--- config.mk ---
export PLATFORM = sky130hd
export DESIGN_NAME = seconds_to_calendar_date_top_flat
export DESIGN_NICKNAME = d
export VERILOG_FILES = /design/src/sv/s2c_pkg.sv /design/src/sv/s2c_if.sv /design/src/sv/s2c_dsplit.sv /design/src/sv/s2c_clock.sv /design/src/sv/s2c_date.sv /design/src/sv/seconds_to_calendar_date_top.sv /design/src/flat_wrapper.sv
export SDC_FILE = /design/constraint.sdc
export NUM_CORES = 1
export LEC_CHECK = 0
export BUFFER_PORTS_ARGS = -buffer_cell sky130_fd_sc_hd__clkbuf_2
export CAP_MARGIN = 20
export CORE_UTILIZATION = 45
export CTS_BUF_LIST = sky130_fd_sc_hd__clkbuf_16
export DETAILED_ROUTE_END_ITERATION = 10
export MAX_ROUTING_LAYER = met4
export PLACE_DENSITY = 0.7
export SLEW_MARGIN = 0
export SYNTH_ARGS = -nofsm -noshare
export SYNTH_HDL_FRONTEND = slang
export SYNTH_SLANG_ARGS = --single-unit
--- constraint.sdc ---
create_clock -name i_clk -period 17.8 [get_ports i_clk]
set_input_delay 3.56 -clock i_clk [delete_from_list [all_inputs] [get_ports i_clk]]
set_output_delay 3.56 -clock i_clk [all_outputs]
set_load 0.05 [all_outputs]
--- src/sv/s2c_pkg.sv ---
// Shared widths, constants and types for the seconds-to-calendar-date converter.
package s2c_pkg;

    // Field widths
    localparam int unsigned SECS_W  = 32;
    localparam int unsigned YEAR_W  = 12;
    localparam int unsigned MONTH_W = 4;
    localparam int unsigned DAY_W   = 5;
    localparam int unsigned HOUR_W  = 5;
    localparam int unsigned MIN_W   = 6;
    localparam int unsigned SEC_W   = 6;

    // Internal widths
    localparam int unsigned DAYS_W  = 16;  // whole days, < 49711
    localparam int unsigned TOD_W   = 17;  // seconds of day, < 86400
    localparam int unsigned RDAY_W  = 18;  // uncorrected remainder, < 2 * 86400
    localparam int unsigned MOD_W   = 11;  // minute of day, day of cycle
    localparam int unsigned CYC_W   = 6;   // four-year cycle count, < 35
    localparam int unsigned DOY_W   = 9;   // day of year
    localparam int unsigned YIC_W   = 2;   // year within cycle

    // Total register stages from input to output
    localparam int unsigned PIPE_DEPTH = 7;

    // First day of 2100
    localparam logic [SECS_W-1:0] LIMIT_2100 = 32'd4102444800;

    // 86400 = 128 * 675; floor(2^32 / 675) gives a quotient low by at most one
    localparam int unsigned          DAY_PRE_SHIFT = 7;
    localparam int unsigned          X_W           = SECS_W - DAY_PRE_SHIFT;
    localparam logic [22:0]          DAY_RECIP     = 23'd6362914;
    localparam int unsigned          DAY_SHIFT     = 32;
    localparam logic [TOD_W-1:0]     SECS_PER_DAY  = 17'd86400;

    // Exact x / 15 for x < 2^15
    localparam logic [15:0]          DIV15_RECIP   = 16'd34953;
    localparam int unsigned          DIV15_SHIFT   = 19;
    localparam logic [SEC_W-1:0]     SIXTY         = 6'd60;

    // Exact x / 1461 for x < 2^16
    localparam logic [15:0]          CYC_RECIP     = 16'd45934;
    localparam int unsigned          CYC_SHIFT     = 26;
    localparam logic [MOD_W-1:0]     DAYS_PER_CYCLE = 11'd1461;

    localparam logic [YEAR_W-1:0]    BASE_YEAR     = 12'd1970;
    localparam logic [YIC_W-1:0]     LEAP_YIC      = 2'd2;

    typedef logic [MOD_W-1:0] t_cday;
    typedef logic [DOY_W-1:0] t_doy;

    // First day of each year of the cycle (1970, 1971, 1972 leap, 1973)
    localparam t_cday YEAR_START [4] = '{11'd0, 11'd365, 11'd730, 11'd1096};

    localparam t_doy MONTH_START_NORM [12] = '{
        9'd0, 9'd31, 9'd59, 9'd90, 9'd120, 9'd151,
        9'd181, 9'd212, 9'd243, 9'd273, 9'd304, 9'd334
    };
    localparam t_doy MONTH_START_LEAP [12] = '{
        9'd0, 9'd31, 9'd60, 9'd91, 9'd121, 9'd152,
        9'd182, 9'd213, 9'd244, 9'd274, 9'd305, 9'd335
    };

    // Day split result handed to the clock and date sections
    typedef struct packed {
        logic              inr;
        logic [DAYS_W-1:0] days;
        logic [TOD_W-1:0]  tod;
    } t_dsplit;

endpackage

--- src/sv/s2c_if.sv ---
// Valid/ready channel interfaces for the converter's input and result items.
interface s2c_in_if;
    import s2c_pkg::*;
    logic              valid;
    logic              ready;
    logic [SECS_W-1:0] unix_seconds;

    modport source (output valid, output unix_seconds, input ready);
    modport sink   (input valid, input unix_seconds, output ready);
endinterface

interface s2c_out_if;
    import s2c_pkg::*;
    logic               valid;
    logic               ready;
    logic [YEAR_W-1:0]  year;
    logic [MONTH_W-1:0] month;
    logic [DAY_W-1:0]   day_of_month;
    logic [HOUR_W-1:0]  hour;
    logic [MIN_W-1:0]   minute;
    logic [SEC_W-1:0]   second;
    logic               in_range;

    modport source (output valid, output year, output month, output day_of_month,
                    output hour, output minute, output second, output in_range,
                    input ready);
    modport sink   (input valid, input year, input month, input day_of_month,
                    input hour, input minute, input second, input in_range,
                    output ready);
endinterface

--- src/sv/s2c_dsplit.sv ---
// Three-stage split of the seconds count into whole days and seconds of the day.
module s2c_dsplit (
    input  logic                         i_clk,
    input  logic                         i_en,
    input  logic [s2c_pkg::SECS_W-1:0]   i_secs,
    output s2c_pkg::t_dsplit             o_split
);
    import s2c_pkg::*;

    logic [SECS_W-1:0]      r_t1;
    logic                   r_inr1;
    logic [X_W+22:0]        r_p1;
    logic                   r_inr2;
    logic [DAYS_W-1:0]      r_q2;
    logic [RDAY_W-1:0]      r_r2;
    t_dsplit                r_out;

    logic [DAYS_W-1:0]      n_q;
    logic [SECS_W:0]        n_r;
    t_dsplit                n_out;

    always_comb begin
        n_q = r_p1[DAY_SHIFT +: DAYS_W];
        n_r = {1'b0, r_t1} - (SECS_W+1)'(n_q * SECS_PER_DAY);
        // estimate is at most one day low
        n_out.inr = r_inr2;
        if (r_r2 >= RDAY_W'(SECS_PER_DAY)) begin
            n_out.days = r_q2 + DAYS_W'(1);
            n_out.tod  = TOD_W'(r_r2 - RDAY_W'(SECS_PER_DAY));
        end else begin
            n_out.days = r_q2;
            n_out.tod  = TOD_W'(r_r2);
        end
    end

    always_ff @(posedge i_clk) begin
        if (i_en) begin
            r_t1   <= i_secs;
            r_inr1 <= (i_secs < LIMIT_2100);
            r_p1   <= i_secs[SECS_W-1:DAY_PRE_SHIFT] * DAY_RECIP;
            r_inr2 <= r_inr1;
            r_q2   <= n_q;
            r_r2   <= n_r[RDAY_W-1:0];
            r_out  <= n_out;
        end
    end

    assign o_split = r_out;

endmodule

--- src/sv/s2c_clock.sv ---
// Four-stage hour/minute/second extraction from the seconds of the day.
module s2c_clock (
    input  logic                         i_clk,
    input  logic                         i_en,
    input  logic [s2c_pkg::TOD_W-1:0]    i_tod,
    output logic [s2c_pkg::HOUR_W-1:0]   o_hour,
    output logic [s2c_pkg::MIN_W-1:0]    o_minute,
    output logic [s2c_pkg::SEC_W-1:0]    o_second
);
    import s2c_pkg::*;

    logic [TOD_W-1:0]   r_tod4;
    logic [MOD_W-1:0]   r_mt4;
    logic [MOD_W-1:0]   r_mt5;
    logic [HOUR_W-1:0]  r_hr5;
    logic [SEC_W-1:0]   r_sec5;
    logic [HOUR_W-1:0]  r_hr6;
    logic [MIN_W-1:0]   r_min6;
    logic [SEC_W-1:0]   r_sec6;
    logic [HOUR_W-1:0]  r_hr7;
    logic [MIN_W-1:0]   r_min7;
    logic [SEC_W-1:0]   r_sec7;

    logic [30:0]        n_mt_prod;
    logic [24:0]        n_hr_prod;
    logic [TOD_W-1:0]   n_sec;
    logic [MOD_W-1:0]   n_min;

    always_comb begin
        // minute of day = (tod / 4) / 15
        n_mt_prod = i_tod[TOD_W-1:2] * DIV15_RECIP;
        n_hr_prod = r_mt4[MOD_W-1:2] * DIV15_RECIP;
        n_sec     = r_tod4 - TOD_W'(r_mt4 * SIXTY);
        n_min     = r_mt5 - MOD_W'(r_hr5 * SIXTY);
    end

    always_ff @(posedge i_clk) begin
        if (i_en) begin
            r_tod4 <= i_tod;
            r_mt4  <= n_mt_prod[DIV15_SHIFT +: MOD_W];
            r_mt5  <= r_mt4;
            r_hr5  <= n_hr_prod[DIV15_SHIFT +: HOUR_W];
            r_sec5 <= n_sec[SEC_W-1:0];
            r_hr6  <= r_hr5;
            r_min6 <= n_min[MIN_W-1:0];
            r_sec6 <= r_sec5;
            r_hr7  <= r_hr6;
            r_min7 <= r_min6;
            r_sec7 <= r_sec6;
        end
    end

    assign o_hour   = r_hr7;
    assign o_minute = r_min7;
    assign o_second = r_sec7;

endmodule

--- src/sv/s2c_date.sv ---
// Four-stage year/month/day extraction from the day count.
module s2c_date (
    input  logic                         i_clk,
    input  logic                         i_en,
    input  logic [s2c_pkg::DAYS_W-1:0]   i_days,
    output logic [s2c_pkg::YEAR_W-1:0]   o_year,
    output logic [s2c_pkg::MONTH_W-1:0]  o_month,
    output logic [s2c_pkg::DAY_W-1:0]    o_day
);
    import s2c_pkg::*;

    logic [DAYS_W-1:0]   r_days4;
    logic [CYC_W-1:0]    r_cyc4;
    logic [CYC_W-1:0]    r_cyc5;
    logic [MOD_W-1:0]    r_rem5;
    logic [CYC_W-1:0]    r_cyc6;
    logic [YIC_W-1:0]    r_yic6;
    logic [DOY_W-1:0]    r_doy6;
    logic [YEAR_W-1:0]   r_year7;
    logic [MONTH_W-1:0]  r_month7;
    logic [DAY_W-1:0]    r_day7;

    logic [31:0]         n_cyc_prod;
    logic [DAYS_W-1:0]   n_rem;
    logic [YIC_W-1:0]    n_yic;
    logic [MOD_W-1:0]    n_doy;
    logic [MONTH_W-1:0]  n_midx;
    logic [DOY_W-1:0]    n_mstart;
    logic [DOY_W-1:0]    n_day;
    logic                n_leap;

    always_comb begin
        n_cyc_prod = i_days * CYC_RECIP;
        n_rem      = r_days4 - DAYS_W'(r_cyc4 * DAYS_PER_CYCLE);

        // year within the cycle: count year starts passed
        n_yic = YIC_W'(r_rem5 >= YEAR_START[1]) + YIC_W'(r_rem5 >= YEAR_START[2])
              + YIC_W'(r_rem5 >= YEAR_START[3]);
        n_doy = r_rem5 - YEAR_START[n_yic];

        // month within the year: count month starts passed
        n_leap = (r_yic6 == LEAP_YIC);
        n_midx = '0;
        for (int m = 1; m < 12; m++) begin
            if (r_doy6 >= (n_leap ? MONTH_START_LEAP[m] : MONTH_START_NORM[m]))
                n_midx = n_midx + MONTH_W'(1);
        end
        n_mstart = n_leap ? MONTH_START_LEAP[n_midx] : MONTH_START_NORM[n_midx];
        n_day    = r_doy6 - n_mstart + DOY_W'(1);
    end

    always_ff @(posedge i_clk) begin
        if (i_en) begin
            r_days4  <= i_days;
            r_cyc4   <= n_cyc_prod[CYC_SHIFT +: CYC_W];
            r_cyc5   <= r_cyc4;
            r_rem5   <= n_rem[MOD_W-1:0];
            r_cyc6   <= r_cyc5;
            r_yic6   <= n_yic;
            r_doy6   <= n_doy[DOY_W-1:0];
            r_year7  <= BASE_YEAR + {r_cyc6, 2'b00} + YEAR_W'(r_yic6);
            r_month7 <= n_midx + MONTH_W'(1);
            r_day7   <= n_day[DAY_W-1:0];
        end
    end

    assign o_year  = r_year7;
    assign o_month = r_month7;
    assign o_day   = r_day7;

endmodule

--- src/sv/seconds_to_calendar_date_top.sv ---
// Top level of the seconds-to-calendar-date converter.
// Usage:
//   i_in  (sink)   : one item per valid/ready handshake carrying unix_seconds,
//                    whole seconds since 1970-01-01 00:00:00.
//   o_out (source) : one result item per input item, in order: year, month,
//                    day_of_month, hour, minute, second and in_range.
//   Counts at or past 2100-01-01 00:00:00 give in_range = 0 and all date and
//   time fields 0.
// Stages: seven register stages (3 for the day split by reciprocal multiply
//   and correction, 4 for the parallel clock and calendar sections); the
//   first stage loads at the accepting edge.
// Throughput: one item per cycle unless stalled; every stage holds its own item.
// Stalls: the whole pipeline freezes while the last stage holds a result the
//   receiver has not taken; i_in.ready drops in that cycle. Bubbles are not
//   squeezed out during a stall; every item keeps its place, so none is
//   dropped or repeated.
// Reset: i_rst_n low (synchronous) clears all stage valid bits; data
//   registers are not reset. No state survives between items.
module seconds_to_calendar_date_top (
    input  logic         i_clk,
    input  logic         i_rst_n,
    s2c_in_if.sink       i_in,
    s2c_out_if.source    o_out
);
    import s2c_pkg::*;

    // stage valid bits, index 0 is the first register stage
    logic [PIPE_DEPTH-1:0] r_vld;
    // in-range flag delayed from the day split output to the output stage
    logic [PIPE_DEPTH-4:0] r_inr;

    logic                  n_adv;
    t_dsplit               w_split;

    logic [YEAR_W-1:0]     w_year;
    logic [MONTH_W-1:0]    w_month;
    logic [DAY_W-1:0]      w_day;
    logic [HOUR_W-1:0]     w_hour;
    logic [MIN_W-1:0]      w_minute;
    logic [SEC_W-1:0]      w_second;
    logic                  w_inr;

    // move when the output is empty or being taken
    assign n_adv      = !r_vld[PIPE_DEPTH-1] || o_out.ready;
    assign i_in.ready = n_adv;

    always_ff @(posedge i_clk) begin
        if (!i_rst_n) begin
            r_vld <= '0;
        end else if (n_adv) begin
            r_vld <= {r_vld[PIPE_DEPTH-2:0], i_in.valid};
        end
    end

    always_ff @(posedge i_clk) begin
        if (n_adv) begin
            r_inr <= {r_inr[PIPE_DEPTH-5:0], w_split.inr};
        end
    end

    s2c_dsplit u_dsplit (
        .i_clk   (i_clk),
        .i_en    (n_adv),
        .i_secs  (i_in.unix_seconds),
        .o_split (w_split)
    );

    s2c_clock u_clock (
        .i_clk    (i_clk),
        .i_en     (n_adv),
        .i_tod    (w_split.tod),
        .o_hour   (w_hour),
        .o_minute (w_minute),
        .o_second (w_second)
    );

    s2c_date u_date (
        .i_clk   (i_clk),
        .i_en    (n_adv),
        .i_days  (w_split.days),
        .o_year  (w_year),
        .o_month (w_month),
        .o_day   (w_day)
    );

    assign w_inr = r_inr[PIPE_DEPTH-4];

    // out-of-range results read as all zero
    assign o_out.valid        = r_vld[PIPE_DEPTH-1];
    assign o_out.in_range     = w_inr;
    assign o_out.year         = w_inr ? w_year   : '0;
    assign o_out.month        = w_inr ? w_month  : '0;
    assign o_out.day_of_month = w_inr ? w_day    : '0;
    assign o_out.hour         = w_inr ? w_hour   : '0;
    assign o_out.minute       = w_inr ? w_minute : '0;
    assign o_out.second       = w_inr ? w_second : '0;

endmodule

--- src/flat_wrapper.sv ---
// flat-port wrapper written by rule: the top's interface ports become plain ports
module seconds_to_calendar_date_top_flat import s2c_pkg::*;
  (i_clk, i_rst_n, i_in_valid, i_in_unix_seconds, i_in_ready, o_out_valid, o_out_year, o_out_month, o_out_day_of_month, o_out_hour, o_out_minute, o_out_second, o_out_in_range, o_out_ready);
  s2c_in_if i_in_i ();
  s2c_out_if o_out_i ();
  input  logic i_clk;
  input  logic i_rst_n;
  input wire logic [$bits(i_in_i.valid)-1:0] i_in_valid;
  input wire logic [$bits(i_in_i.unix_seconds)-1:0] i_in_unix_seconds;
  output wire logic [$bits(i_in_i.ready)-1:0] i_in_ready;
  output wire logic [$bits(o_out_i.valid)-1:0] o_out_valid;
  output wire logic [$bits(o_out_i.year)-1:0] o_out_year;
  output wire logic [$bits(o_out_i.month)-1:0] o_out_month;
  output wire logic [$bits(o_out_i.day_of_month)-1:0] o_out_day_of_month;
  output wire logic [$bits(o_out_i.hour)-1:0] o_out_hour;
  output wire logic [$bits(o_out_i.minute)-1:0] o_out_minute;
  output wire logic [$bits(o_out_i.second)-1:0] o_out_second;
  output wire logic [$bits(o_out_i.in_range)-1:0] o_out_in_range;
  input wire logic [$bits(o_out_i.ready)-1:0] o_out_ready;
  assign i_in_i.valid = i_in_valid;
  assign i_in_i.unix_seconds = i_in_unix_seconds;
  assign i_in_ready = i_in_i.ready;
  assign o_out_valid = o_out_i.valid;
  assign o_out_year = o_out_i.year;
  assign o_out_month = o_out_i.month;
  assign o_out_day_of_month = o_out_i.day_of_month;
  assign o_out_hour = o_out_i.hour;
  assign o_out_minute = o_out_i.minute;
  assign o_out_second = o_out_i.second;
  assign o_out_in_range = o_out_i.in_range;
  assign o_out_i.ready = o_out_ready;
  seconds_to_calendar_date_top u_core (.i_clk(i_clk), .i_rst_n(i_rst_n), .i_in(i_in_i), .o_out(o_out_i));
endmodule
==> out/summary.txt, run 1 <==
Mapped Avg Cell Area -> 11.4 µm²
clk_skew -> 0.0214 ns
drc violations -> 0
largest net degree at the start of global routing -> 73
RSZ-0062 raised after global routing -> false
CP top delay family -> adder cells
worst-margin pin slew -> 0.991 ns
first-pass GRT wire length -> 90600 µm
Worst-path clk slew -> 0.06 ns
Die Span Y -> 254 µm
Fmax achieved -> 102 MHz
Final Core Density -> 0.492
setup violators final -> 0
H-tree depth -> 1
hold_buf cts -> 0
Seq cells post-synth -> 255
fin crit share -> 0.548
Iteration-0 DRC Markers -> 554
Startpoint Class -> primary input
CTS tree -> built
Slowest-stage cell, CP -> fa_1
ant diodes -> 0
Worst EP required -> 18.10 ns
Avg WL per Cell -> 15.5 µm
Routed WL -> 53500 µm
Post-Syn Area -> 28700 µm²
Post-Layout Cell Count -> 3459
GP Congestion -> 0.890
pre-CTS setup slack -> 7.52 ns
class of the worst hold path -> reg2reg
syn_nets -> 3453
vias in the first global route -> 18900
CORE AREA -> 63000 µm²
Longest Clk Path Bufs -> 3
CP max stage delay -> 0.53 ns
CTS root buf -> clkbuf_16
CTS sink count -> 255
Final Worst Setup Slack -> 8.04 ns
Die Area -> 64700 µm²
max cap viols -> 0
post-synthesis cell count -> 2503
CP arrival -> 10.06 ns
status -> complete, no violations
dpl hpwl -> 44900 µm
asr flop ratio synth -> 0
vias per cell -> 5.00
Netlist cell types -> 98
shortest period the worst path allows -> 9.76 ns
final hold viol count -> 0
Starting Density -> 0.455
relative slew slack -> 0.334
number of buffers added on ports -> 76
Die W -> 254 µm
post-route setup TNS -> 0 ns
worst skew pair latency -> 0.56 ns
TritonCTS Buffers -> 28
Post-synth EDFFs -> 248
post-CTS sizing -> 0
Most used DFF post-synth -> edfxtp_1
most used cell, CP -> inv_1
CP Buf/Inv Count -> 7
commonest cells after routing, fill and taps aside -> ha_1, inv_1, fa_1
antenna viol nets, final -> 0
post-CTS setup buffer count -> 0
I/O pins -> 77
post-synthesis sequential area ratio -> 0.265
Inst Count DP -> 3409
initial antenna violation count -> 0
Global Route Usage Sum -> 0.178
r2r setup slk -> 8.53 ns
Row Count -> 92
commonest non-fill, non-tap cell in the layout -> ha_1
NumNets Final -> 3543
crit path max fanout -> 12
element type at the critical path end -> flop
Area Growth Syn to Fin -> 8.06%
Yosys warnings -> 0
critical path type -> in2reg
total gr overflow -> 0
Slew Viols, Final -> 0
share of cells above drive strength 1 -> 0.0666
vias -> 17300
First-pass DRT Iterations -> 5
registers in the layout (all words and copies together) (netlist names), 6 cells and up:
register                 count
u_core.u_date.r_cyc4         6
u_core.u_date.o_year        12
u_core.u_dsplit.o_split     34
u_core.u_date.r_rem5        11
u_core.r_vld                 7
u_core.u_clock.r_mt5         6
u_core.u_clock.r_mt4        11
u_core.u_clock.r_min6        6
u_core.u_date.r_doy6         9
u_core.u_clock.o_second      6
u_core.u_date.r_cyc5         6
u_core.u_clock.o_minute      6
u_core.u_clock.r_sec6        6
u_core.u_dsplit.r_t1        18
u_core.u_dsplit.r_p1        16
u_core.u_dsplit.r_r2        18
u_core.u_dsplit.r_q2        16
u_core.u_date.r_days4       11
u_core.u_date.r_cyc6         6
u_core.u_clock.r_sec5        6
u_core.u_clock.r_tod4        6
logic make-up (layout without fill, tap and decap cells):
logic type / Yosys count / in the layout / synth area share
XOR/XNOR: 168 / 168 / 0.0560
AO/OA/AOI/OAI: 264 / 264 / 0.0637
AND/OR/NAND/NOR: 308 / 308 / 0.0558
flip-flops: 255 / 255 / 0.265
buffers and inverters: 577 / 687 / 0.0785
multiplexers: 17 / 17 / 0.00659
adder cells (fa/ha/maj): 914 / 914 / 0.475
cells in the mapped netlist, drive strengths merged, types with 33 or more instances:
library cell	instances	share of area
fa	288	0.20
and2	44	0.0096
ha	626	0.27
o21ai	46	0.0091
a21o	33	0.0086
nor2	55	0.0076
a21oi	83	0.014
inv	558	0.073
edfxtp	248	0.26
nand2	82	0.011
xor2	56	0.018
xnor2	111	0.038
layer usage:
layer  track usage  routed length, µm
met1         0.213              23500
met2         0.320              27400
met3        0.0156               1310
met4        0.0456               1290
met5             -                  0
final cells by class:
class                           count  area (µm²)
Clock buffer                       29         726
Clock inverter                     21         269
Fill cell                        5529       32000
Inverter                          558        2100
Multi-Input combinational cell   1671       18800
Sequential cell                   255        7590
Tap cell                          846        1060
Timing Repair Buffer               79         403
worst reg2reg max path, delay by kind of cell (launching register included):
family | cells | cell delay, ns
AOI/OAI and AO/OA | 13 | 2.76
xor gates and xnor gates | 5 | 0.92
adders and majority gates | 9 | 2.99
buffers and inverters | 4 | 0.48
DFF | 1 | 0.42
muxes | 3 | 0.62
and+or+nand+nor | 5 | 0.85
path summary, 6_finish.rpt:
kind | start | endpoint | cells after the start
setup / recovery | i_in_unix_seconds[11] | u_core.u_dsplit.r_p1[47]$_DFFE_PP_ | 27
hold / removal | u_core.u_dsplit.o_split[0]$_DFFE_PP_ | u_core.u_clock.r_tod4[0]$_DFFE_PP_ | 0
setup reg to reg | u_core.u_date.r_yic6[0]$_DFFE_PP_ | u_core.u_date.o_day[4]$_DFFE_PP_ | 39
hold reg to reg | u_core.u_dsplit.o_split[0]$_DFFE_PP_ | u_core.u_clock.r_tod4[0]$_DFFE_PP_ | 0
per-stage QoR:
| stage | hold slack, ns | instance area (µm²) |
|---|---|---|
| floorplan | 0.400 | 28700 |
| global placement | 0.402 | 30000 |
| detailed placement | 0.405 | 30000 |
| CTS | 0.417 | 31000 |
| global route | 0.421 | 31000 |
| finish | 0.414 | 31000 |
Power of run 1 is left out: the tool's default activity adds up to more than one toggle a clock period on the data nets, which glitch-free logic cannot reach.
==> run 2: changes to the inputs <==
- ABC_AREA: not set -> 1
- clock period: 17.8 -> 9.05 ns (I/O delays scaled with it)
==> out/summary.txt, run 2 <==
Most used DFF post-synth -> edfxtp_1
met2 GRT Util -> 0.299
drc violations -> 0
hold_buf cts -> 0
setup violators final -> 0
Critical Path Start -> u_core.u_date.r_yic6[0]$_DFFE_PP_
initial antenna violation count -> 0
Seq cells post-synth -> 255
Area Growth Syn to Fin -> 8.33%
Slowest-stage cell, CP -> edfxtp_1
post-route setup TNS -> 0 ns
Worst EP required -> 9.36 ns
layout filler cell count -> 5809
post-CTS setup buffer count -> 0
Die Span Y -> 257 µm
I/O pins -> 77
crit path max fanout -> 9
CP max stage delay -> 0.49 ns
cell with the most instances after synthesis -> inv_1
vias -> 18700
Worst-path clk slew -> 0.06 ns
post-synthesis adder-cell area fraction -> 0.464
largest net degree at the start of global routing -> 81
CORE AREA -> 64500 µm²
Netlist cell types -> 55
Iteration-0 DRC Markers -> 647
compound-gate portion of the synthesized area -> 0.0463
Global Route Usage Sum -> 0.168
asr flop ratio synth -> 0
Mapped Avg Cell Area -> 10.1 µm²
First-pass DRT Iterations -> 5
critical path type -> reg2reg
Routed WL -> 51800 µm
post-synthesis cell count -> 2898
NumNets Final -> 3950
class of the worst hold path -> reg2reg
fin crit share -> 0.894
post-synth top area share -> 0.267
element type at the critical path end -> flop
Avg WL per Cell -> 13.4 µm
CTS tree -> built
CTS sink count -> 255
post-CTS sizing -> 0
met1 usage -> 0.204
share of cells above drive strength 1 -> 0.0652
H-tree depth -> 1
antenna viol nets, final -> 0
Startpoint Class -> flop
worst flop-to-flop path startpoint -> u_core.u_date.r_yic6[0]$_DFFE_PP_
shortest period the worst path allows -> 8.09 ns
number of buffers added on ports -> 76
Post-Syn Area -> 29300 µm²
TritonCTS Buffers -> 29
worst-margin pin slew -> 0.944 ns
grt met3 use -> 0.0164
GP Congestion -> 0.879
Post-synth EDFFs -> 248
Yosys warnings -> 0
Hold Crit Start -> u_core.u_clock.r_min6[1]$_DFFE_PP_
Row Count -> 93
dpl hpwl -> 42800 µm
commonest non-fill, non-tap cell in the layout -> inv_1
Area contributors post-synth -> ha_1, edfxtp_1, fa_1
Die W -> 257 µm
Fmax achieved -> 124 MHz
status -> complete, no violations
Slew Viols, Final -> 0
ant diodes -> 0
Post-Synth Simple-Gate Area -> 0.0962
max cap viols -> 0
first-pass GRT wire length -> 89900 µm
worst skew pair latency -> 0.56 ns
CTS root buf -> clkbuf_16
Die Area -> 66200 µm²
Starting Density -> 0.455
Post-Synth XOR/XNOR Area -> 0.0409
commonest cells after routing, fill and taps aside -> inv_1, ha_1, nand2_1
relative slew slack -> 0.371
largest family of logic cells by synthesized area -> adder cells
number of flip-flops in the largest register -> 34
Synth area leader -> ha_1
RSZ-0062 raised after global routing -> false
Longest Clk Path Bufs -> 3
list of most frequent post-synthesis cells -> inv_1, ha_1, nand2_1
syn_nets -> 3848
post-synthesis sequential area ratio -> 0.259
most used cell, CP -> nand2_1
clk_skew -> 0.00709 ns
Top Usage Layer GRT -> met2
CP arrival -> 8.40 ns
vias per cell -> 4.81
total gr overflow -> 0
mux cell area share after synthesis -> 0.000768
vias in the first global route -> 19500
final hold viol count -> 0
==> run 2: logic make-up after synthesis <==
family                     Yosys count
AOI/OAI and AO/OA                  244
xor gates and xnor gates           137
adders and majority gates          914
buffers and inverters              726
DFF                                255
muxes                                2
and+or+nand+nor                    620
==> run 2: stage by stage <==
step	instance area [µm²]	util	worst slack (ns)	std cells	hold slack (ns)
final	31800	0.493	0.961	3877	0.417
after global routing	31800	0.493	0.0312	3877	0.418
after detailed placement	30800	0.477	0.977	3823	0.405
after global placement	30800	0.477	1.15	3823	0.400
after floorplan	29300	-	0.192	2898	0.400
after CTS	31700	0.492	0.956	3876	0.412
==> run 2: per-layer routing <==
metal | up-vias | share of wire
met5 | - | 0
met4 | 0 | 0.022
met3 | 73 | 0.028
met2 | 222 | 0.50
met1 | 8807 | 0.45
li1 | 9551 | -
==> run 2: cell type report <==
type                    instances  area (µm²)  area share
inverters                     716        2700      0.0849
multi-input cells            1917       19000       0.598
repair buffers                 81         438      0.0138
clock buffers                  29         726      0.0228
clock inverters                24         255     0.00803
well taps                     855        1070      0.0337
flip-flops and latches        255        7590       0.239
==> run 2: final timing paths <==
kind | to | cells past startpoint | slack (ns)
hold reg to reg | u_core.u_clock.o_minute[1]$_DFFE_PP_ | 0 | 0.42
setup reg to reg | u_core.u_date.o_day[3]$_DFFE_PP_ | 52 | 0.96
setup / recovery | u_core.u_date.o_day[3]$_DFFE_PP_ | 52 | 0.96
hold / removal | u_core.u_clock.o_minute[1]$_DFFE_PP_ | 0 | 0.42
==> run 2: worst max-delay path: cells and delay by family (launching register included) <==
kind / cells / cell delay, ns
buffers and inverters: 10 / 0.73
AND/OR/NAND/NOR: 28 / 3.04
flip-flops: 1 / 0.49
XOR/XNOR: 1 / 0.14
AO/OA/AOI/OAI: 3 / 0.58
adder cells (fa/ha/maj): 10 / 2.83
Power of run 2 is left out for the same reason.
